[config.mk]
export PLATFORM = sky130hd
export DESIGN_NAME = hsv_to_rgb_convert_core
export DESIGN_NICKNAME = d
export VERILOG_FILES = /design/src/rtl/core/hsvrgb_pkg.sv /design/src/rtl/core/hsvrgb_decode.sv /design/src/rtl/core/hsvrgb_terms.sv /design/src/rtl/core/hsvrgb_scale.sv /design/src/rtl/core/hsvrgb_divide.sv /design/src/rtl/core/hsv_to_rgb_convert_core.sv
export SDC_FILE = /design/constraint.sdc
export NUM_CORES = 2
export LEC_CHECK = 0
export ABC_AREA = 1
export BUFFER_PORTS_ARGS = -buffer_cell sky130_fd_sc_hd__buf_2
export CAP_MARGIN = 20
export CORE_MARGIN = 1
export CORE_UTILIZATION = 64
export CTS_CLUSTER_SIZE = 14
export DETAILED_ROUTE_END_ITERATION = 12
export PLACE_DENSITY = 0.81
export SYNTH_ARGS = -nofsm -noshare
export SYNTH_HDL_FRONTEND = slang
export SYNTH_SLANG_ARGS = --single-unit
[constraint.sdc]
create_clock -name clk -period 9.41 [get_ports clk]
set_clock_uncertainty 0.1 [all_clocks]
set_input_delay 0.941 -clock clk [delete_from_list [all_inputs] [get_ports clk]]
set_output_delay 0.941 -clock clk [all_outputs]
set_load 0.05 [all_outputs]
[src/rtl/core/hsvrgb_pkg.sv]
`default_nettype none

package hsvrgb_pkg;

    // Input ranges and scaling constants.
    localparam logic [8:0]  HUE_WRAP   = 9'd360;
    localparam logic [5:0]  SECTOR_DEG = 6'd60;
    localparam logic [6:0]  PCT_FULL   = 7'd100;
    // One hundred percent times sixty degrees: the scale of every term.
    localparam logic [12:0] FULL_TERM  = 13'd6000;

    // 255 / 600000 reduces to 17 / 40000, and 40000 is 64 * 625.
    localparam logic [4:0]  CH_SCALE    = 5'd17;
    localparam int          PRE_SHIFT   = 6;
    // ceil(2^28 / 625); exact for every quotient input below 2^18.
    localparam logic [18:0] RECIP_M     = 19'd429497;
    localparam int          RECIP_SHIFT = 28;

    typedef enum logic [2:0] {
        SEC_R_Y = 3'd0,
        SEC_Y_G = 3'd1,
        SEC_G_C = 3'd2,
        SEC_C_B = 3'd3,
        SEC_B_M = 3'd4,
        SEC_M_R = 3'd5
    } sector_t;

    typedef struct packed {
        sector_t    sector;
        logic [5:0] frac;
        logic [6:0] sat;
        logic [6:0] val;
    } dec_t;

    typedef struct packed {
        sector_t     sector;
        logic [6:0]  val;
        logic [12:0] p;
        logic [12:0] q;
        logic [12:0] t;
    } term_t;

    typedef struct packed {
        logic [19:0] r;
        logic [19:0] g;
        logic [19:0] b;
    } num_t;

    // Handshake between neighbouring pipeline stages.
    typedef struct packed {
        logic valid;
        logic ready;
    } stage_ctl_t;

    // First hue of each sector.
    function automatic logic [8:0] sector_base(input sector_t sec);
        logic [8:0] base;
        case (sec)
            SEC_R_Y: base = 9'd0;
            SEC_Y_G: base = 9'd60;
            SEC_G_C: base = 9'd120;
            SEC_C_B: base = 9'd180;
            SEC_B_M: base = 9'd240;
            SEC_M_R: base = 9'd300;
            default: base = 9'd0;
        endcase
        return base;
    endfunction

endpackage

`default_nettype wire

[src/rtl/core/hsvrgb_decode.sv]
`default_nettype none

module hsvrgb_decode (
    input  wire logic              clk,
    input  wire logic              rst_n,
    input  wire hsvrgb_pkg::stage_ctl_t ctl_in,
    input  wire logic [8:0]        hue,
    input  wire logic [6:0]        saturation,
    input  wire logic [6:0]        brightness,
    output hsvrgb_pkg::dec_t       dec_reg,
    output logic                   valid_reg
);
    import hsvrgb_pkg::*;

    logic [8:0] h_eff;
    sector_t    sector;
    dec_t       dec_next;

    always_comb
    begin
        h_eff = (hue >= HUE_WRAP) ? 9'd0 : hue;
        if (h_eff >= sector_base(SEC_M_R))
        begin
            sector = SEC_M_R;
        end
        else if (h_eff >= sector_base(SEC_B_M))
        begin
            sector = SEC_B_M;
        end
        else if (h_eff >= sector_base(SEC_C_B))
        begin
            sector = SEC_C_B;
        end
        else if (h_eff >= sector_base(SEC_G_C))
        begin
            sector = SEC_G_C;
        end
        else if (h_eff >= sector_base(SEC_Y_G))
        begin
            sector = SEC_Y_G;
        end
        else
        begin
            sector = SEC_R_Y;
        end
        dec_next.sector = sector;
        dec_next.frac   = 6'(h_eff - sector_base(sector));
        dec_next.sat    = (saturation > PCT_FULL) ? PCT_FULL : saturation;
        dec_next.val    = (brightness > PCT_FULL) ? PCT_FULL : brightness;
    end

    always_ff @(posedge clk or negedge rst_n)
    begin
        if (!rst_n)
        begin
            valid_reg <= 1'b0;
        end
        else if (ctl_in.ready)
        begin
            valid_reg <= ctl_in.valid;
        end
    end

    always_ff @(posedge clk)
    begin
        if (ctl_in.ready && ctl_in.valid)
        begin
            dec_reg <= dec_next;
        end
    end

endmodule

`default_nettype wire

[src/rtl/core/hsvrgb_terms.sv]
`default_nettype none

module hsvrgb_terms (
    input  wire logic              clk,
    input  wire logic              rst_n,
    input  wire hsvrgb_pkg::stage_ctl_t ctl_in,
    input  wire hsvrgb_pkg::dec_t  dec_reg,
    output hsvrgb_pkg::term_t      term_reg,
    output logic                   valid_reg
);
    import hsvrgb_pkg::*;

    logic [12:0] s_f;
    logic [12:0] s_nf;
    logic [5:0]  nfrac;
    term_t       term_next;

    // All terms are scaled by 6000 before the brightness multiply.
    always_comb
    begin
        nfrac = 6'(SECTOR_DEG - dec_reg.frac);
        s_f   = 13'(dec_reg.sat) * 13'(dec_reg.frac);
        s_nf  = 13'(dec_reg.sat) * 13'(nfrac);
        term_next.sector = dec_reg.sector;
        term_next.val    = dec_reg.val;
        term_next.p      = 13'(PCT_FULL - dec_reg.sat) * 13'(SECTOR_DEG);
        term_next.q      = FULL_TERM - s_f;
        term_next.t      = FULL_TERM - s_nf;
    end

    always_ff @(posedge clk or negedge rst_n)
    begin
        if (!rst_n)
        begin
            valid_reg <= 1'b0;
        end
        else if (ctl_in.ready)
        begin
            valid_reg <= ctl_in.valid;
        end
    end

    always_ff @(posedge clk)
    begin
        if (ctl_in.ready && ctl_in.valid)
        begin
            term_reg <= term_next;
        end
    end

endmodule

`default_nettype wire

[src/rtl/core/hsvrgb_scale.sv]
`default_nettype none

module hsvrgb_scale (
    input  wire logic              clk,
    input  wire logic              rst_n,
    input  wire hsvrgb_pkg::stage_ctl_t ctl_in,
    input  wire hsvrgb_pkg::term_t term_reg,
    output hsvrgb_pkg::num_t       num_reg,
    output logic                   valid_reg
);
    import hsvrgb_pkg::*;

    logic [12:0] r_term;
    logic [12:0] g_term;
    logic [12:0] b_term;
    num_t        num_next;

    // Standard six-sector assignment of v, p, q and t to the channels.
    always_comb
    begin
        case (term_reg.sector)
            SEC_R_Y:
            begin
                r_term = FULL_TERM;  g_term = term_reg.t; b_term = term_reg.p;
            end
            SEC_Y_G:
            begin
                r_term = term_reg.q; g_term = FULL_TERM;  b_term = term_reg.p;
            end
            SEC_G_C:
            begin
                r_term = term_reg.p; g_term = FULL_TERM;  b_term = term_reg.t;
            end
            SEC_C_B:
            begin
                r_term = term_reg.p; g_term = term_reg.q; b_term = FULL_TERM;
            end
            SEC_B_M:
            begin
                r_term = term_reg.t; g_term = term_reg.p; b_term = FULL_TERM;
            end
            default:
            begin
                r_term = FULL_TERM;  g_term = term_reg.p; b_term = term_reg.q;
            end
        endcase
        num_next.r = 20'(term_reg.val) * 20'(r_term);
        num_next.g = 20'(term_reg.val) * 20'(g_term);
        num_next.b = 20'(term_reg.val) * 20'(b_term);
    end

    always_ff @(posedge clk or negedge rst_n)
    begin
        if (!rst_n)
        begin
            valid_reg <= 1'b0;
        end
        else if (ctl_in.ready)
        begin
            valid_reg <= ctl_in.valid;
        end
    end

    always_ff @(posedge clk)
    begin
        if (ctl_in.ready && ctl_in.valid)
        begin
            num_reg <= num_next;
        end
    end

endmodule

`default_nettype wire

[src/rtl/core/hsvrgb_divide.sv]
`default_nettype none

module hsvrgb_divide (
    input  wire logic              clk,
    input  wire logic              rst_n,
    input  wire hsvrgb_pkg::stage_ctl_t ctl_in,
    input  wire hsvrgb_pkg::num_t  num_reg,
    output logic [7:0]             red_reg,
    output logic [7:0]             green_reg,
    output logic [7:0]             blue_reg,
    output logic                   valid_reg
);
    import hsvrgb_pkg::*;

    // floor(num * 255 / 600000) as floor(floor(num * 17 / 64) / 625),
    // the last step by reciprocal multiplication.
    function automatic logic [7:0] chan_of(input logic [19:0] num);
        logic [23:0] scaled;
        logic [17:0] pre;
        logic [36:0] prod;
        scaled = 24'(num) * 24'(CH_SCALE);
        pre    = scaled[23:PRE_SHIFT];
        prod   = 37'(pre) * 37'(RECIP_M);
        return prod[RECIP_SHIFT+7:RECIP_SHIFT];
    endfunction

    logic [7:0] red_next;
    logic [7:0] green_next;
    logic [7:0] blue_next;

    always_comb
    begin
        red_next   = chan_of(num_reg.r);
        green_next = chan_of(num_reg.g);
        blue_next  = chan_of(num_reg.b);
    end

    always_ff @(posedge clk or negedge rst_n)
    begin
        if (!rst_n)
        begin
            valid_reg <= 1'b0;
        end
        else if (ctl_in.ready)
        begin
            valid_reg <= ctl_in.valid;
        end
    end

    always_ff @(posedge clk)
    begin
        if (ctl_in.ready && ctl_in.valid)
        begin
            red_reg   <= red_next;
            green_reg <= green_next;
            blue_reg  <= blue_next;
        end
    end

endmodule

`default_nettype wire

[src/rtl/core/hsv_to_rgb_convert_core.sv]
// HSV to 8-bit RGB colour converter for a pixel stream.
// Input channel: in_valid, in_stall, hue (degrees, 360 and above read as 0),
// saturation and brightness (percent, values above 100 read as 100).
// Output channel: out_valid, out_stall, red, green, blue.
// A transfer takes place on a rising clock edge with valid high and stall low.
// The pipeline has four register stages: hue decode, p/q/t terms, the
// brightness multiply per channel, and the scaling to 0..255 by a
// reciprocal multiply, which is also the output register. Throughput is
// one pixel per clock while out_stall is low, set by the four stages each
// taking a new item every cycle.
// When the receiver raises out_stall the last stage holds its result; the
// stages above keep moving until they fill, so bubbles are squeezed out.
// in_stall rises only when every stage holds a pixel and the output is
// stalled. Nothing is lost or repeated across a stall.
// Reset clears every valid flag asynchronously; no pixel is shown until
// the first input transfer has gone through the pipeline.
`default_nettype none

module hsv_to_rgb_convert_core (
    input  wire logic       clk,
    input  wire logic       rst_n,
    input  wire logic       in_valid,
    output logic            in_stall,
    input  wire logic [8:0] hue,
    input  wire logic [6:0] saturation,
    input  wire logic [6:0] brightness,
    output logic            out_valid,
    input  wire logic       out_stall,
    output logic [7:0]      red,
    output logic [7:0]      green,
    output logic [7:0]      blue
);
    import hsvrgb_pkg::*;

    // Per-stage valid flags and the data between stages.
    logic  dec_valid;
    logic  term_valid;
    logic  num_valid;
    dec_t  dec_reg;
    term_t term_reg;
    num_t  num_reg;

    // Control for each stage: the valid of the stage above, and whether this
    // stage may load. A stage loads when it is empty or its contents move on.
    stage_ctl_t dec_ctl;
    stage_ctl_t term_ctl;
    stage_ctl_t scale_ctl;
    stage_ctl_t div_ctl;

    always_comb
    begin
        div_ctl.valid   = num_valid;
        div_ctl.ready   = !out_valid || !out_stall;
        scale_ctl.valid = term_valid;
        scale_ctl.ready = !num_valid || div_ctl.ready;
        term_ctl.valid  = dec_valid;
        term_ctl.ready  = !term_valid || scale_ctl.ready;
        dec_ctl.valid   = in_valid;
        dec_ctl.ready   = !dec_valid || term_ctl.ready;
    end

    assign in_stall = !dec_ctl.ready;

    // Stage one: wrap the hue, find its sector and fraction, clamp percentages.
    hsvrgb_decode u_decode (
        .clk        (clk),
        .rst_n      (rst_n),
        .ctl_in     (dec_ctl),
        .hue        (hue),
        .saturation (saturation),
        .brightness (brightness),
        .dec_reg    (dec_reg),
        .valid_reg  (dec_valid)
    );

    // Stage two: the p, q and t terms before the brightness factor.
    hsvrgb_terms u_terms (
        .clk       (clk),
        .rst_n     (rst_n),
        .ctl_in    (term_ctl),
        .dec_reg   (dec_reg),
        .term_reg  (term_reg),
        .valid_reg (term_valid)
    );

    // Stage three: sector routing and the brightness multiply, scaled by 600000.
    hsvrgb_scale u_scale (
        .clk       (clk),
        .rst_n     (rst_n),
        .ctl_in    (scale_ctl),
        .term_reg  (term_reg),
        .num_reg   (num_reg),
        .valid_reg (num_valid)
    );

    // Stage four: exact floor of 255 * x, which is also the output register.
    hsvrgb_divide u_divide (
        .clk       (clk),
        .rst_n     (rst_n),
        .ctl_in    (div_ctl),
        .num_reg   (num_reg),
        .red_reg   (red),
        .green_reg (green),
        .blue_reg  (blue),
        .valid_reg (out_valid)
    );

endmodule

`default_nettype wire

Yosys cells after proc, flatten, opt, wreduce, memory -nomap -nowiden
Cells that the tools add are included.
{"block": "totals", "reg_bits": 158, "in_bits": 27, "output_inout_bits": 26, "elab_cells": 82}
{"block": "classes", "magnitude_cmp": 8, "addsub": 5, "n_eq_ne": 9, "n_reduce_logical": 19, "n_mux": 10, "mul": 12}
{"operator": "$pmux 13 s3", "n": 3}
{"operator": "$mul 18x19->36 const B", "n": 3}
{"operator": "$mul 20x5->24 const B", "n": 3}
{"operator": "$mul 7x13->20", "n": 3}
{"operator": "$pmux 6 s5", "n": 1}
{"operator": "$mul 7x6->13", "n": 2}
{"operator": "$sub 13x13->13 const A", "n": 2}
{"operator": "$ge 9x8->1 const B", "n": 2}
{"operator": "$ge 9x9->1 const B", "n": 2}
{"operator": "$gt 7x7->1 const B", "n": 2}
{"operator": "$mul 13x4->11 const B", "n": 1}
{"operator": "$eq 3x2->1 const B", "n": 4}
{"operator": "$mux 3", "n": 4}
{"operator": "$eq 3x3->1 const B", "n": 3}
{"operator": "$ge 9x6->1 const B", "n": 1}
{"operator": "$ge 9x7->1 const B", "n": 1}
{"operator": "$mux 9", "n": 1}
{"operator": "$reduce_or 2->1", "n": 4}
{"operator": "$sub 7x7->8 const A", "n": 1}
{"operator": "$eq 3x1->1 const B", "n": 2}
{"operator": "$logic_not 1->1", "n": 6}
{"operator": "$sub 6x6->6", "n": 1}
{"operator": "$sub 6x6->6 const A", "n": 1}
{"operator": "$logic_and 1x1->1", "n": 4}
{"operator": "3 further kinds", "n": 6}

Logic depth before layout (Yosys ltp)
{"block": "depth", "depth_word": 11, "mapped_depth": 36, "mapped_depth_nobuf": 36}

Cells and area by module
Synthesis repeated with hierarchy kept, for this count alone.
{"block": "hier_totals", "hier_cells": 5068, "hier_area_um2": 41616.2}
{"module": "hsvrgb_divide", "n_inst": 1, "seq_area_each_um2": 745.7, "cells_per_inst": 2698, "area_per_inst_um2": 22810.6}
{"module": "hsvrgb_scale", "n_inst": 1, "seq_area_each_um2": 1826.8, "cells_per_inst": 1529, "area_per_inst_um2": 11652.4}
{"module": "hsvrgb_terms", "n_inst": 1, "seq_area_each_um2": 1406.3, "cells_per_inst": 684, "area_per_inst_um2": 5701.7}
{"module": "hsvrgb_decode", "n_inst": 1, "seq_area_each_um2": 715.7, "cells_per_inst": 150, "area_per_inst_um2": 1411.4}
{"module": "hsv_to_rgb_convert_core", "n_inst": 1, "seq_area_each_um2": 0.0, "cells_per_inst": 7, "area_per_inst_um2": 40.0}

Worst setup path before layout
Ideal clock, no wire load.
{"block": "synth_path", "path_type": "reg2reg", "from": "reg, netlist name u_scale.num_reg[45]", "to": "reg u_divide.red_reg[5], data pin", "period_less_slack_ns": 6.996, "setup_ns": 0.252, "setup_slack_ns": 2.414, "arrival_ns": 6.644, "path_stages_with_launch": 29, "t_required_ns": 9.058, "n_path_buf": 0, "path_cell_list": "edfxtp_1 ha_1 inv_1 nor2_1 fa_1 nand3_1 nand3_1 a31oi_1 o21bai_1 xor2_1 fa_1 fa_1 inv_1 fa_1 fa_1 inv_1 fa_1 inv_1 fa_1 inv_1 ha_1 a21oi_1 o21ai_0 nand2_1 a21oi_1 nor4_1 nand2_1 nand2_1 nand2_1"}
{"block": "synth_between", "elab_chain_len": 2}
{"element": "$mul 20x5->24", "line": "hsvrgb_divide.sv:21", "text": "scaled = 24'(num) * 24'(CH_SCALE);"}
{"element": "$mul 18x19->36", "line": "hsvrgb_divide.sv:23", "text": "prod = 37'(pre) * 37'(RECIP_M);"}
{"element": "named net u_divide.red_next[5]", "line": "hsvrgb_divide.sv:27", "text": "logic [7:0] red_next;"}
{"element": "to (signal assigned)", "line": "hsvrgb_divide.sv:54", "text": "red_reg <= red_next;"}
{"element": "to (decl)", "line": "hsvrgb_divide.sv:8", "text": "output logic [7:0] red_reg,"}
The timed path passes the listed nets, and every way through them passes these cells.
A chain may end at the register's enable or synchronous reset.

Worst setup path after layout
{"block": "layout_path", "from": "reg, netlist name u_scale.num_reg[45]", "to": "reg u_divide.red_reg[5], data pin"}
{"block": "layout_between", "elab_chain_len": 2}
{"element": "$mul 20x5->24", "line": "hsvrgb_divide.sv:21"}
{"element": "$mul 18x19->36", "line": "hsvrgb_divide.sv:23"}
{"element": "named net u_divide.red_next[5]", "line": "hsvrgb_divide.sv:27"}
The timed path passes the listed nets, and every way through them passes these cells.

==> impl_metrics.env <==
export IMPL_io_buffers=52
export IMPL_area_growth_pct=4.50
export IMPL_grt_pass1_vias=31900
export IMPL_hold_slack_ns=0.125
export IMPL_regArea_sq_um=4690
export IMPL_cp_slowest_cell="fa_1"
export IMPL_worst_skew_pair_late_latency_ns=0.51
export IMPL_diodes=0
export IMPL_antenna_found_initial=0
export IMPL_fin_setup_tns_ns=0
export IMPL_ys_async_sr_fraction_pct=2.55
export IMPL_drive_gt1_share_pct=3.32
export IMPL_endpoint_kind="register"
export IMPL_hpwl_um=78600
export IMPL_clock_path_buffers=2
export IMPL_stdcell_area_sq_um=42000
export IMPL_viasPerCell=5.40
export IMPL_wl_per_cell_um=16.0
export IMPL_synth_cell_types=62
export IMPL_place_gp_congestion=0.981
export IMPL_hp_class="in -> async"
export IMPL_required_ns=9.57
export IMPL_syn_nets=6088
export IMPL_largest_reg_flops=60
export IMPL_num_io_pins=53
export IMPL_coreArea_sq_um=61800
export IMPL_syn_inst=4745
export IMPL_postRouteAntennaNets=0
export IMPL_rows=91
export IMPL_grt_max_degree=61
export IMPL_synthFlopType="edfxtp_1"
export IMPL_num_vias=30400
export IMPL_nNetsFinal=6126
export IMPL_track_usage_pct=30.1
export IMPL_clock_sinks=157
export IMPL_synth_warning_count=0
export IMPL_crit_path_start_kind="register"
export IMPL_worstPathArrival_ns=7.87
export IMPL_first_pass_iters=8
export IMPL_cts_root_buf="clkbuf_16"
export IMPL_drt_total_wl_um=90100
export IMPL_initialDrtViolationCount=1965
export IMPL_syn_area_sq_um=40200
export IMPL_cts_setup_buffers=0
export IMPL_cts_tree="done"
export IMPL_dieArea_sq_um=63800
export IMPL_multiInputGateArea_sq_um=30700
export IMPL_hold_viol_final=0
export IMPL_cts_resized=0
export IMPL_clk_pin_slew_worst_paths_ns=0.08
export IMPL_drcViolationCount=0
export IMPL_cap_violations=0
export IMPL_grt_pass1_wl_um=153000
export IMPL_grt_overflow=0
export IMPL_reg2reg_slack_ns=1.70
export IMPL_nFillCells=4927
export IMPL_critPathMaxFanout=6
export IMPL_place_area_sq_um=41400
export IMPL_maxSlewViolCount=0
export IMPL_die_h_um=253
export IMPL_tightestPinTransition_ns=0.825
export IMPL_period_share_pct=81.9
export IMPL_cts_buffers_inserted=17
export IMPL_cpPeakStageDelay_ns=0.55
export IMPL_synth_avg_cell_area_sq_um=8.46
export IMPL_timing_slew_headroom_pct=44.6
export IMPL_htree_levels=4
export IMPL_synth_edff_count=153
export IMPL_rsz0062_at_grt="false"
export IMPL_postLayoutCoreUtil_pct=67.9
export IMPL_outcome="complete, no violations"
export IMPL_hold_buffers=0
export IMPL_cpMostUsedCell="fa_1"
export IMPL_max_freq_mhz=130
export IMPL_setup_viol=0
export IMPL_critical_path_class="reg -> reg"
export IMPL_synth_yosys_seq_area_share_pct=11.7
export IMPL_min_period_ns=7.71
export IMPL_start_util_pct=65.0
export IMPL_dieWidth_um=253
export IMPL_ys_seq_elements=157
stage by stage:
| stage | setup WS, ns | instances |
|---|---|---|
| 6_report | 1.70 | 5633 |
| 5_1_grt | 1.28 | 5633 |
| 4_1_cts | 1.70 | 5633 |
| 3_5_place_dp | 1.72 | 5601 |
| 3_3_place_gp | 1.89 | 5601 |
| 2_1_floorplan | 2.41 | 4745 |
cells by family (layout without fill, tap and decap cells):
logic type | Yosys count | in the layout | share of synthesized area (%)
xor gates and xnor gates | 145 | 145 | 3.16
buffers and inverters | 1281 | 1332 | 12.0
adders and majority gates | 1316 | 1316 | 52.3
DFF | 157 | 157 | 11.7
AOI/OAI and AO/OA | 477 | 477 | 6.96
and+or+nand+nor | 1369 | 1369 | 13.9
layout by cell type, fill, tap and decap left out, types with 19 or more instances in the layout:
master | netlist | routed
inv_1 | 1219 | 1218
nand2_1 | 856 | 856
ha_1 | 711 | 711
fa_1 | 605 | 605
nor2_1 | 295 | 293
a21oi_1 | 219 | 218
edfxtp_1 | 153 | 153
o21ai_0 | 109 | 109
nand3_1 | 106 | 106
xor2_1 | 104 | 104
buf_2 | 7 | 52
xnor2_1 | 41 | 41
nor3_1 | 38 | 38
a31oi_1 | 24 | 24
nand4_1 | 22 | 22
a21o_1 | 19 | 19
path summary, 6_finish.rpt:
check                                    startpoint                   end  cells past startpoint
worst max-delay path            u_scale.num_reg[45]   u_divide.red_reg[5]                     28
worst min-delay path                          rst_n     u_terms.valid_reg                      1
max in group asynchronous                     rst_n     u_scale.valid_reg                      1
min in group clk                u_decode.dec_reg[3]  u_terms.term_reg[42]                      0
worst max register to register  u_scale.num_reg[45]   u_divide.red_reg[5]                     28
worst min register to register  u_decode.dec_reg[3]  u_terms.term_reg[42]                      0
worst max-delay path: cells and delay by family, from the launching register on:
| kind | cells | cell delay [ns] |
|---|---|---|
| adder cells (fa/ha/maj) | 9 | 4.27 |
| AND/OR/NAND/NOR | 8 | 1.03 |
| XOR/XNOR | 1 | 0.46 |
| AO/OA/AOI/OAI | 5 | 0.92 |
| buffers and inverters | 5 | 0.26 |
| flip-flops | 1 | 0.41 |
cell usage after synthesis, types with 7 or more instances:
master    number  share of area (%)
a21o_1        19               0.36
a21oi_1      219                2.7
a31oi_1       24               0.37
buf_2          7              0.087
clkbuf_1      33               0.31
edfxtp_1     153                 11
fa_1         605                 30
ha_1         711                 22
inv_1       1219                 11
inv_2         13               0.12
nand2_1      856                8.0
nand3_1      106                1.3
nand4_1       22               0.34
nor2_1       295                2.8
nor3_1        38               0.47
nor4_1        14               0.22
o211ai_1      15               0.28
o21ai_0      109                1.4
o21ai_1        7              0.087
o21bai_1      17               0.32
o221ai_1       8               0.17
o31ai_1        8               0.15
or2_2         10               0.16
xnor2_1       41               0.89
xor2_1       104                2.3
final cells by class:
cell class                 instances  area share [%]
multi-input combinational       3307            73.0
sequential                       157            11.2
inverter                        1235            11.0
tap                              837            2.50
clock buffer                      17            1.01
timing repair buffer              65           0.853
clock inverter                    15           0.361
per-layer routing:
metal  track usage, %  share of wire [%]
met1             39.8                 44
met2             51.4                 48
met3             3.76                5.5
met4             9.66                2.7
met5                0                  0
Power is not shown: default switching activity piles up to over one toggle a cycle in this logic, so the estimate is an artifact.
